<file path="src/design/fctag_pkg.sv">
// Shared types, constants and helper functions of the floor and ceiling texel address generator.
`default_nettype none

package fctag_pkg;

    localparam int ROW_W      = 9;
    localparam int COL_W      = 10;
    localparam int TEX_W      = 6;
    localparam int POS_W      = 28;
    localparam int DIR_W      = 16;
    localparam int CFG_IDX_W  = 3;
    localparam int CFG_DATA_W = 28;

    localparam int SCREEN_HEIGHT = 480;
    localparam int HALF_H        = SCREEN_HEIGHT / 2;

    // Texel coordinate is the top TEX_W bits of the 16-bit fraction.
    localparam int TEX_SHIFT = 16 - TEX_W;

    // Row distance numerator, (SCREEN_HEIGHT/2) in Q16.16, and its saturated value.
    localparam logic [31:0] RD_NUM = 32'(HALF_H * 65536);
    localparam logic [31:0] RD_SAT = 32'hFFFF_FFFF;

    // The step divisor SCREEN_WIDTH * 2^14 equals 5 * 2^STEP_SHIFT. The division by 5 is a
    // multiply by ceil(2^30 / 5) and a shift by 30, exact for dividends below 2^30.
    localparam int          STEP_SHIFT       = 21;
    localparam logic [27:0] STEP_RECIP       = 28'd214748365;
    localparam int          STEP_RECIP_SHIFT = 30;

    // Ray offsets drop the 14 fraction bits of the direction.
    localparam int DIR_FRAC = 14;

    localparam int DIV_STEPS = 32;
    localparam int DIV_CNT_W = $clog2(DIV_STEPS);

    localparam logic [CFG_IDX_W-1:0] CFG_PLAYER_X    = 3'd0;
    localparam logic [CFG_IDX_W-1:0] CFG_PLAYER_Y    = 3'd1;
    localparam logic [CFG_IDX_W-1:0] CFG_LEFT_DIR_X  = 3'd2;
    localparam logic [CFG_IDX_W-1:0] CFG_LEFT_DIR_Y  = 3'd3;
    localparam logic [CFG_IDX_W-1:0] CFG_RIGHT_DIR_X = 3'd4;
    localparam logic [CFG_IDX_W-1:0] CFG_RIGHT_DIR_Y = 3'd5;
    localparam logic [CFG_IDX_W-1:0] CFG_FLICKER_ON  = 3'd6;

    typedef enum logic [1:0] {
        TERM_STEP_X,
        TERM_STEP_Y,
        TERM_WORLD_X,
        TERM_WORLD_Y
    } t_term;

    typedef enum logic [3:0] {
        S_IDLE,
        S_RD_LOAD,
        S_RD_DIV,
        S_RD_STORE,
        S_MUL,
        S_ABS,
        S_DIV_LOAD,
        S_STORE,
        S_PIXEL
    } t_state;

    typedef struct packed {
        logic  take_direct;
        logic  take_latched;
        logic  latch_in;
        logic  load_rd_div;
        logic  load_step_div;
        logic  div_step;
        logic  store_rd;
        logic  mul;
        logic  mag;
        logic  store_term;
        t_term term;
    } t_dp_cmd;

    typedef struct packed {
        logic out_free;
        logic col_zero;
    } t_dp_status;

    function automatic logic [TEX_W-1:0] texel_of(input logic [31:0] w);
        logic [15:0] neg;
        logic [TEX_W-1:0] t;
        neg = 16'(-w[15:0]);
        if (!w[31]) begin
            t = w[15:TEX_SHIFT];
        end else begin
            t = TEX_W'(-neg[15:TEX_SHIFT]);
        end
        return t;
    endfunction

    // Parity of the integer part truncated toward zero.
    function automatic logic int_odd(input logic [31:0] w);
        return w[16] ^ (w[31] && (w[15:0] != 16'd0));
    endfunction

endpackage

`default_nettype wire

</file>
<file path="src/design/fctag_ctrl.sv">
// Controller state machine that sequences row set-up and pixel output.
`default_nettype none

module fctag_ctrl (
    input  logic                   i_clk,
    input  logic                   i_rst_n,
    input  logic                   i_in_valid,
    output logic                   o_in_ready,
    input  fctag_pkg::t_dp_status  i_status,
    output fctag_pkg::t_dp_cmd     o_cmd
);
    import fctag_pkg::*;

    t_state                 r_state, n_state;
    logic [DIV_CNT_W-1:0]   r_cnt, n_cnt;
    t_term                  r_term, n_term;
    logic                   w_accept;

    assign w_accept = (r_state == S_IDLE) && i_status.out_free && i_in_valid;

    always_ff @(posedge i_clk) begin
        if (!i_rst_n) begin
            r_state <= S_IDLE;
            r_cnt   <= '0;
            r_term  <= TERM_STEP_X;
        end else begin
            r_state <= n_state;
            r_cnt   <= n_cnt;
            r_term  <= n_term;
        end
    end

    always_comb begin
        n_state = r_state;
        n_cnt   = r_cnt;
        n_term  = r_term;
        unique case (r_state)
            S_IDLE: begin
                if (w_accept && i_status.col_zero) begin
                    n_state = S_RD_LOAD;
                end
            end
            S_RD_LOAD: begin
                n_cnt   = '0;
                n_state = S_RD_DIV;
            end
            S_RD_DIV: begin
                n_cnt = r_cnt + 1'b1;
                if (r_cnt == DIV_CNT_W'(DIV_STEPS - 1)) begin
                    n_state = S_RD_STORE;
                end
            end
            S_RD_STORE: begin
                n_term  = TERM_STEP_X;
                n_state = S_MUL;
            end
            S_MUL: begin
                n_state = S_ABS;
            end
            S_ABS: begin
                if (r_term == TERM_STEP_X || r_term == TERM_STEP_Y) begin
                    n_state = S_DIV_LOAD;
                end else begin
                    n_state = S_STORE;
                end
            end
            S_DIV_LOAD: begin
                n_state = S_STORE;
            end
            S_STORE: begin
                if (r_term == TERM_WORLD_Y) begin
                    n_state = S_PIXEL;
                end else begin
                    n_term  = t_term'(r_term + 2'd1);
                    n_state = S_MUL;
                end
            end
            S_PIXEL: begin
                if (i_status.out_free) begin
                    n_state = S_IDLE;
                end
            end
            default: begin
                n_state = S_IDLE;
            end
        endcase
    end

    always_comb begin
        o_in_ready          = (r_state == S_IDLE) && i_status.out_free;
        o_cmd               = '0;
        o_cmd.term          = r_term;
        o_cmd.latch_in      = w_accept;
        o_cmd.take_direct   = w_accept && !i_status.col_zero;
        o_cmd.take_latched  = (r_state == S_PIXEL) && i_status.out_free;
        o_cmd.load_rd_div   = (r_state == S_RD_LOAD);
        o_cmd.div_step      = (r_state == S_RD_DIV);
        o_cmd.store_rd      = (r_state == S_RD_STORE);
        o_cmd.mul           = (r_state == S_MUL);
        o_cmd.mag           = (r_state == S_ABS);
        o_cmd.load_step_div = (r_state == S_DIV_LOAD);
        o_cmd.store_term    = (r_state == S_STORE);
    end

endmodule

`default_nettype wire

</file>
<file path="config.mk">
export PLATFORM = sky130hd
export DESIGN_NAME = fctag_ctrl
export DESIGN_NICKNAME = d
export VERILOG_FILES = /design/src/design/fctag_pkg.sv /design/src/design/fctag_ctrl.sv
export SDC_FILE = /design/constraint.sdc
export NUM_CORES = 1
export LEC_CHECK = 0
export BUFFER_PORTS_ARGS = -buffer_cell sky130_fd_sc_hd__buf_4
export CAP_MARGIN = 15
export CORE_UTILIZATION = 30
export CTS_BUF_LIST = sky130_fd_sc_hd__clkbuf_16
export CTS_CLUSTER_DIAMETER = 50
export DETAILED_ROUTE_END_ITERATION = 8
export SLEW_MARGIN = 30
export SYNTH_ARGS = -nofsm -noshare
export SYNTH_HDL_FRONTEND = slang
export SYNTH_SLANG_ARGS = --single-unit
</file>
<file path="constraint.sdc">
create_clock -name i_clk -period 1.65 [get_ports i_clk]
set_input_delay 0.0825 -clock i_clk [delete_from_list [all_inputs] [get_ports i_clk]]
set_output_delay 0.0825 -clock i_clk [all_outputs]
set_load 0.01 [all_outputs]
</file>
==> metrics.txt, run 1 <==
clk root buf=clkbuf_16; Max Cap Viol=0; skew final=1.65 ps; Synth Instances=96; Post-route DRC=0; full die area=2800 µm²; kind of critical path=flop to flop; initial antenna violation count=0; TritonCTS clock tree=built; Wirelength per Cell=12.3 µm; maximum number of pins on one net before global-route repair=20; I/O pin total=18; Post-synth EDFFs=0; clock slew at reported path FFs=40 ps; Max Fclk=626 MHz; Crit Path Max Fanout=5; GRT Overall Usage=14.3%; H-tree depth=1; Die Wd=52.9 µm; fillcell total=246; final wirelength=1800 µm; main combinational cell family by area after synthesis=simple AND/OR/NAND/NOR gates; critical-path cell list=inv_1, ha_1, or4b_1, a221o_1, a21oi_2; post-synthesis adder-cell area fraction=8.05%; antenna-violating nets left=0; Critical Path Slowest Stage Cell=or4b_1; Arr. time, crit path=1770 ps; Final Hold Viols=0; Max rail drop VDD=0.000864 V; fin crit share=96.7%; mux cell area share after synthesis=1.29%; worst-margin pin slew=300 ps; core area=2450 µm²; ys async rst share=0%; drt first pass iters=4; vias per inst=5.29; Tmin final=1600 ps; Critical Path RT=1820 ps; Final Slew Violations=0; Critical Path Sink Type=flop; first-pass GRT wire length=2870 µm; cell area power density=1170 nW/µm²; CTS Buffer Depth=2; setup violators final=0; worst hold path class=input port to flop; share of layout cells above drive strength 1=28.4%; complex-gate fraction of the synthesized area=21.1%; number of port buffers=17; Post-Synth XOR/XNOR Area=1.13%; number of DRC markers in iteration 0=6; starting density of the core=31.7%; Congestion Overflow GR=0; max incr delay on CP=470 ps; total CTS buffers=3; # Post-CTS Setup Buffers=0; Pleak=0.448 nW; Post-synth top flop=dfxtp_1; outcome=finished, final reports clean; sinks on the clock net=11; Placer Congestion=0.817; Worst-Skew Late Latency=240 ps; Area Growth Syn to Fin=35.9%; Post-Synth Simple-Gate Area=33.5%; Netlist Area Pre-Place=777 µm²; register area share after synthesis=28.3%; synthesized area per cell=8.09 µm²; num rows=18; nets=127; post-synthesis register bit count=11; Syn. warnings=0; Vias=772; vias in the first global route=667; Netlist cell types=37; Area after DPL=955 µm²; Die Y=52.9 µm; post-route cell area=1060 µm²; Rel. slew slack=79.9%; Inserted Diodes=0; Util after Layout=43.0%; DP Wirelength=1310 µm; Syn Nets=106; Worst setup SP type=flop
## final timing paths
kind / startpoint / endpoint / slack (ps) / depth (start not counted)
worst max-delay path: r_term[0]$_SDFFE_PN0P_ / r_state[0]$_SDFFE_PN0P_ / 50 / 5
worst min-delay path: i_status[1] / r_state[3]$_SDFFE_PN0P_ / 150 / 3
worst max register to register: r_term[0]$_SDFFE_PN0P_ / r_state[0]$_SDFFE_PN0P_ / 50 / 5
worst min register to register: r_cnt[4]$_SDFFE_PN0N_ / r_cnt[4]$_SDFFE_PN0N_ / 470 / 2
## worst max-delay path: cells and delay by family, from the launching register on
family	cells	cell delay [ps]
AND/OR/NAND/NOR	1	470
AO/OA/AOI/OAI	2	470
flip-flops	1	360
adder cells (fa/ha/maj)	1	180
buffers and inverters	1	60
## synth_stat cells, types with 3 or more instances
cell      instances  area, µm²
dfxtp_1          11        220
nand2_1           7       26.3
nor4bb_1          3       30.0
nor2_1            6       22.5
a21boi_1          7       52.6
nand4_1           3       18.8
buf_2             5       25.0
ha_1              5       62.6
nand2b_1          4       25.0
nor3_1            4       20.0
nor2b_1           4       25.0
o21bai_1          3       22.5
## state kept, by name, indices dropped and copies added, names as in the netlist
| signal | count |
|---|---|
| r_term | 2 |
| r_state | 4 |
| r_cnt | 5 |
## repair_timing
action,CTS,global route
gates resized for setup,1,4
gates cloned,0,0
hold buffers,0,0
endpoints found under the setup margin,1,4
pin swaps,0,0
## final cells by class
type	count	area (µm²)	share of cell area, %
clock buffer	3	75.1	7.11
timing repair buffer	24	180	17.1
tap	30	37.5	3.55
inverter	3	11.3	1.07
multi-input combinational	74	524	49.6
clock inverter	1	3.75	0.355
sequential	11	224	21.2
## routing by layer
metal / part of all wire [%] / vias to the layer above / wire (µm) / track usage (%)
met5: 0 / - / 0 / 0
met4: 0.56 / 0 / 10 / 4.82
met3: 4.7 / 2 / 84 / 5.17
met1: 48 / 361 / 864 / 17.8
met2: 47 / 15 / 838 / 22.4
li1: - / 394 / - / -
## cells by family after synthesis
group / after synthesis
simple gates: 44
compound gates: 23
buf+inv: 11
flops: 11
fa+ha+maj: 5
xor+xnor: 1
mux: 1
## through the flow
step	setup slack (ps)	hold slack (ps)	instances	total power, W	TNS [ps]
after floorplan	26.1	211	96	0.000646	0
after global placement	51.9	394	142	0.000791	0
after detailed placement	4.07	397	142	0.000804	0
after CTS	54.2	156	146	0.00124	0
after global routing	-10.8	171	146	0.00132	-10.8
final	53.6	154	146	0.00124	0
## placed cells by master, fill, tap and decap left out, drive strengths merged, types with 3 or more instances in the layout
cell     n
buf     24
dfxtp   11
nand2    7
a21boi   7
nor2     6
ha       5
nand2b   4
nor3     4
nor2b    4
inv      4
o21bai   3
nand4    3
clkbuf   3
a21oi    3
nor4bb   3
o21ai    3
## report_power, final
part | leakage [nW] | switching [W] | internal [W]
sequential | 0.0898 | 0.0000354 | 0.000299
clock | 0.0423 | 0.000111 | 0.000317
combinational | 0.316 | 0.000254 | 0.000223
No activity file was read; power rests on OpenSTA's default activity.
==> run 2, diff against run 1 <==
--- a/config.mk
+++ b/config.mk
@@ -7,7 +7,7 @@
 export LEC_CHECK = 0
 export BUFFER_PORTS_ARGS = -buffer_cell sky130_fd_sc_hd__buf_4
 export CAP_MARGIN = 15
-export CORE_UTILIZATION = 30
+export CORE_UTILIZATION = 40
 export CTS_BUF_LIST = sky130_fd_sc_hd__clkbuf_16
 export CTS_CLUSTER_DIAMETER = 50
 export DETAILED_ROUTE_END_ITERATION = 8
==> run 2 against run 1 <==
Power hardly changed; first-iteration DRC count rose to 3.0 times the previous value; non-clock buffer count unchanged; final cell count down 3.4%; largest power group unchanged; clock skew is 0.80 ps lower; sequential share of layout area rose by 0.099 points; critical path type unchanged; largest cell class unchanged; core utilization grew 16 points; routed wire length grew 2.8%; fmax up 2.8%.
==> metrics.txt, run 2 (synthesis results as in run 1) <==
outcome=finished, final reports clean (unchanged); Critical Path RT=1820 ps (about the same); Buf+Inv Stages, Crit Path=0 (was 1); largest reg by FF count=r_cnt (unchanged); Rel. slew slack=80.7% (was 79.9%); vias per inst=5.39 (was 5.29); DP Cell Count=137 (was 142); Max Fclk=644 MHz (was 626 MHz); fillcell total=181 (was 246); cell repeated most along the worst path=ha_1; R2R depth=6 (was 5); Final Slew Violations=0 (unchanged); hold slack=155 ps (was 154 ps); Critical Path Sink Type=flop (unchanged); cell area power density=1200 nW/µm² (was 1170 nW/µm²); Final Hold Viols=0 (unchanged); antenna-violating nets left=0 (unchanged); clk root buf=clkbuf_16 (unchanged); Max rail drop VDD=0.00105 V (was 0.000864 V); core area=1760 µm² (was 2450 µm²); sinks on the clock net=11 (unchanged); GRT Overall Usage=20.0% (was 14.3%); Area Growth Syn to Fin=33.0% (was 35.9%); vias in the first global route=675 (was 667); number of port buffers=17 (unchanged); Max Cap Viol=0 (unchanged); # hold bufs at CTS=0 (unchanged); number of DRC markers in iteration 0=18 (was 6); Min-Delay Path Depth=3 (unchanged); critical-path cell list=ha_1, and3_1, ha_1, nor4bb_1, o21bai_1, a21boi_1 (was inv_1, ha_1, or4b_1, a221o_1, a21oi_2); drt first pass iters=4 (unchanged); maximum number of pins on one net before global-route repair=20 (unchanged); clock slew at reported path FFs=40 ps (about the same); Inserted Diodes=0 (unchanged); initial antenna violation count=0 (unchanged); fin crit share=94.1% (was 96.7%); nets=127 (unchanged); Die Wd=46.1 µm (was 52.9 µm); DP Wirelength=1220 µm (was 1310 µm); worst hold path class=input port to flop (unchanged); Crit path max-delay family=simple AND/OR/NAND/NOR gates (unchanged); Largest regs=r_cnt: 5 flops, r_state: 4 flops, r_term: 2 flops (unchanged); total CTS buffers=3 (unchanged); num rows=15 (was 18); TritonCTS clock tree=built (unchanged); Setup Slack @ Placement=77.2 ps (was 4.07 ps); Wirelength per Cell=13.1 µm (was 12.3 µm); Vias=760 (was 772); RSZ-0062 raised after global routing=no; max reg flops=5 (unchanged); Worst setup SP type=flop (unchanged); commonest cells after routing, fill and taps aside=24 x buf_4, 11 x dfxtp_1, 7 x nand2_1, 7 x a21boi_1, 6 x nor2_1 (was 24 x buf_4, 10 x dfxtp_1, 7 x nand2_1, 7 x a21boi_1, 6 x nor2_1); skew final=0.845 ps (was 1.65 ps); max incr delay on CP=320 ps (was 470 ps); Congestion Overflow GR=0 (unchanged); Post-route DRC=0 (unchanged); Placer Congestion=0.768 (was 0.817); Arr. time, crit path=1720 ps (was 1770 ps); setup violators final=0 (unchanged); # Post-CTS Setup Buffers=0 (unchanged); I/O pin total=18 (unchanged); Crit Path Max Fanout=4 (was 5); commonest non-fill, non-tap cell in the layout=buf_4 (unchanged); starting density of the core=44.0% (was 31.7%); kind of critical path=flop to flop (unchanged); PnR worst setup slack=97.3 ps (was 53.6 ps); Die Y=46.1 µm (was 52.9 µm); setup TNS=0 ps (unchanged); worst-margin pin slew=285 ps (was 300 ps); full die area=2120 µm² (was 2800 µm²); Critical Path Slowest Stage Cell=dfxtp_1 (was or4b_1); first-pass GRT wire length=3040 µm (was 2870 µm); Pleak=0.445 nW (was 0.448 nW); final wirelength=1850 µm (was 1800 µm); H-tree depth=1 (unchanged); Cell Count, Final, Fillers Out=141 (was 146); Crit path depth=6 (was 5); Worst-Skew Late Latency=240 ps (about the same); CTS Buffer Depth=2 (unchanged); Tmin final=1550 ps (was 1600 ps); share of layout cells above drive strength 1=25.9% (was 28.4%); post_cts resized=0 (was 1)
-- run 2: cell count changes in the layout (fill, tap and decap cells not counted) --
cell	previous run	this run
dfxtp_1	10	11
dfxtp_4	1	0
nor4b_1	1	2
nor4b_2	1	0
nor4bb_1	2	3
nor4bb_2	1	0
-- run 2: through the flow --
stage / utilization, % / power, W / area [µm²]
after floorplan: - / 0.000646 / 777
after global placement: 53.8 / 0.000792 / 948
after detailed placement: 53.8 / 0.000793 / 948
after CTS: 58.2 / 0.00124 / 1030
after global routing: 58.6 / 0.00132 / 1030
final: 58.6 / 0.00124 / 1030
-- run 2: worst paths after layout --
path / from / end / slack, ps
min reg2reg: r_cnt[4]$_SDFFE_PN0N_ / r_cnt[4]$_SDFFE_PN0N_ / 470
max: r_cnt[1]$_SDFFE_PN0N_ / r_cnt[4]$_SDFFE_PN0N_ / 100
min: i_status[1] / r_state[3]$_SDFFE_PN0P_ / 150
max reg2reg: r_cnt[1]$_SDFFE_PN0N_ / r_cnt[4]$_SDFFE_PN0N_ / 100
-- run 2: final cells by class --
class	instances	area [µm²]	share of cell area [%]
clock inverter	1	3.75	0.363
inverter	3	11.3	1.09
multi-input combinational	74	512	49.5
clock buffer	3	75.1	7.26
sequential	11	220	21.3
timing repair buffer	24	180	17.4
tap	25	31.3	3.03
-- run 2: worst register-to-register path, cell delays in order (launching register included) --
cell,delay (ps)
dfxtp_1,320
ha_1,210
and3_1,200
ha_1,260
nor4bb_1,270
o21bai_1,110
a21boi_1,110
-- run 2: where the power goes --
| part | total [W] | switching (W) | internal, W |
|---|---|---|---|
| Sequential | 0.000324 | 0.0000237 | 0.000300 |
| Clock | 0.000442 | 0.000123 | 0.000319 |
| Combinational | 0.000475 | 0.000256 | 0.000219 |
| Total | 0.00124 | 0.000402 | 0.000838 |
-- run 2: metal layers --
layer / vias up / GRT usage (%) / wire length [µm]
li1: 391 / - / -
met1: 353 / 26.3 / 901
met2: 16 / 31.3 / 879
met3: 0 / 7.06 / 67
met4: 0 / 4.71 / 0
met5: - / 0 / 0
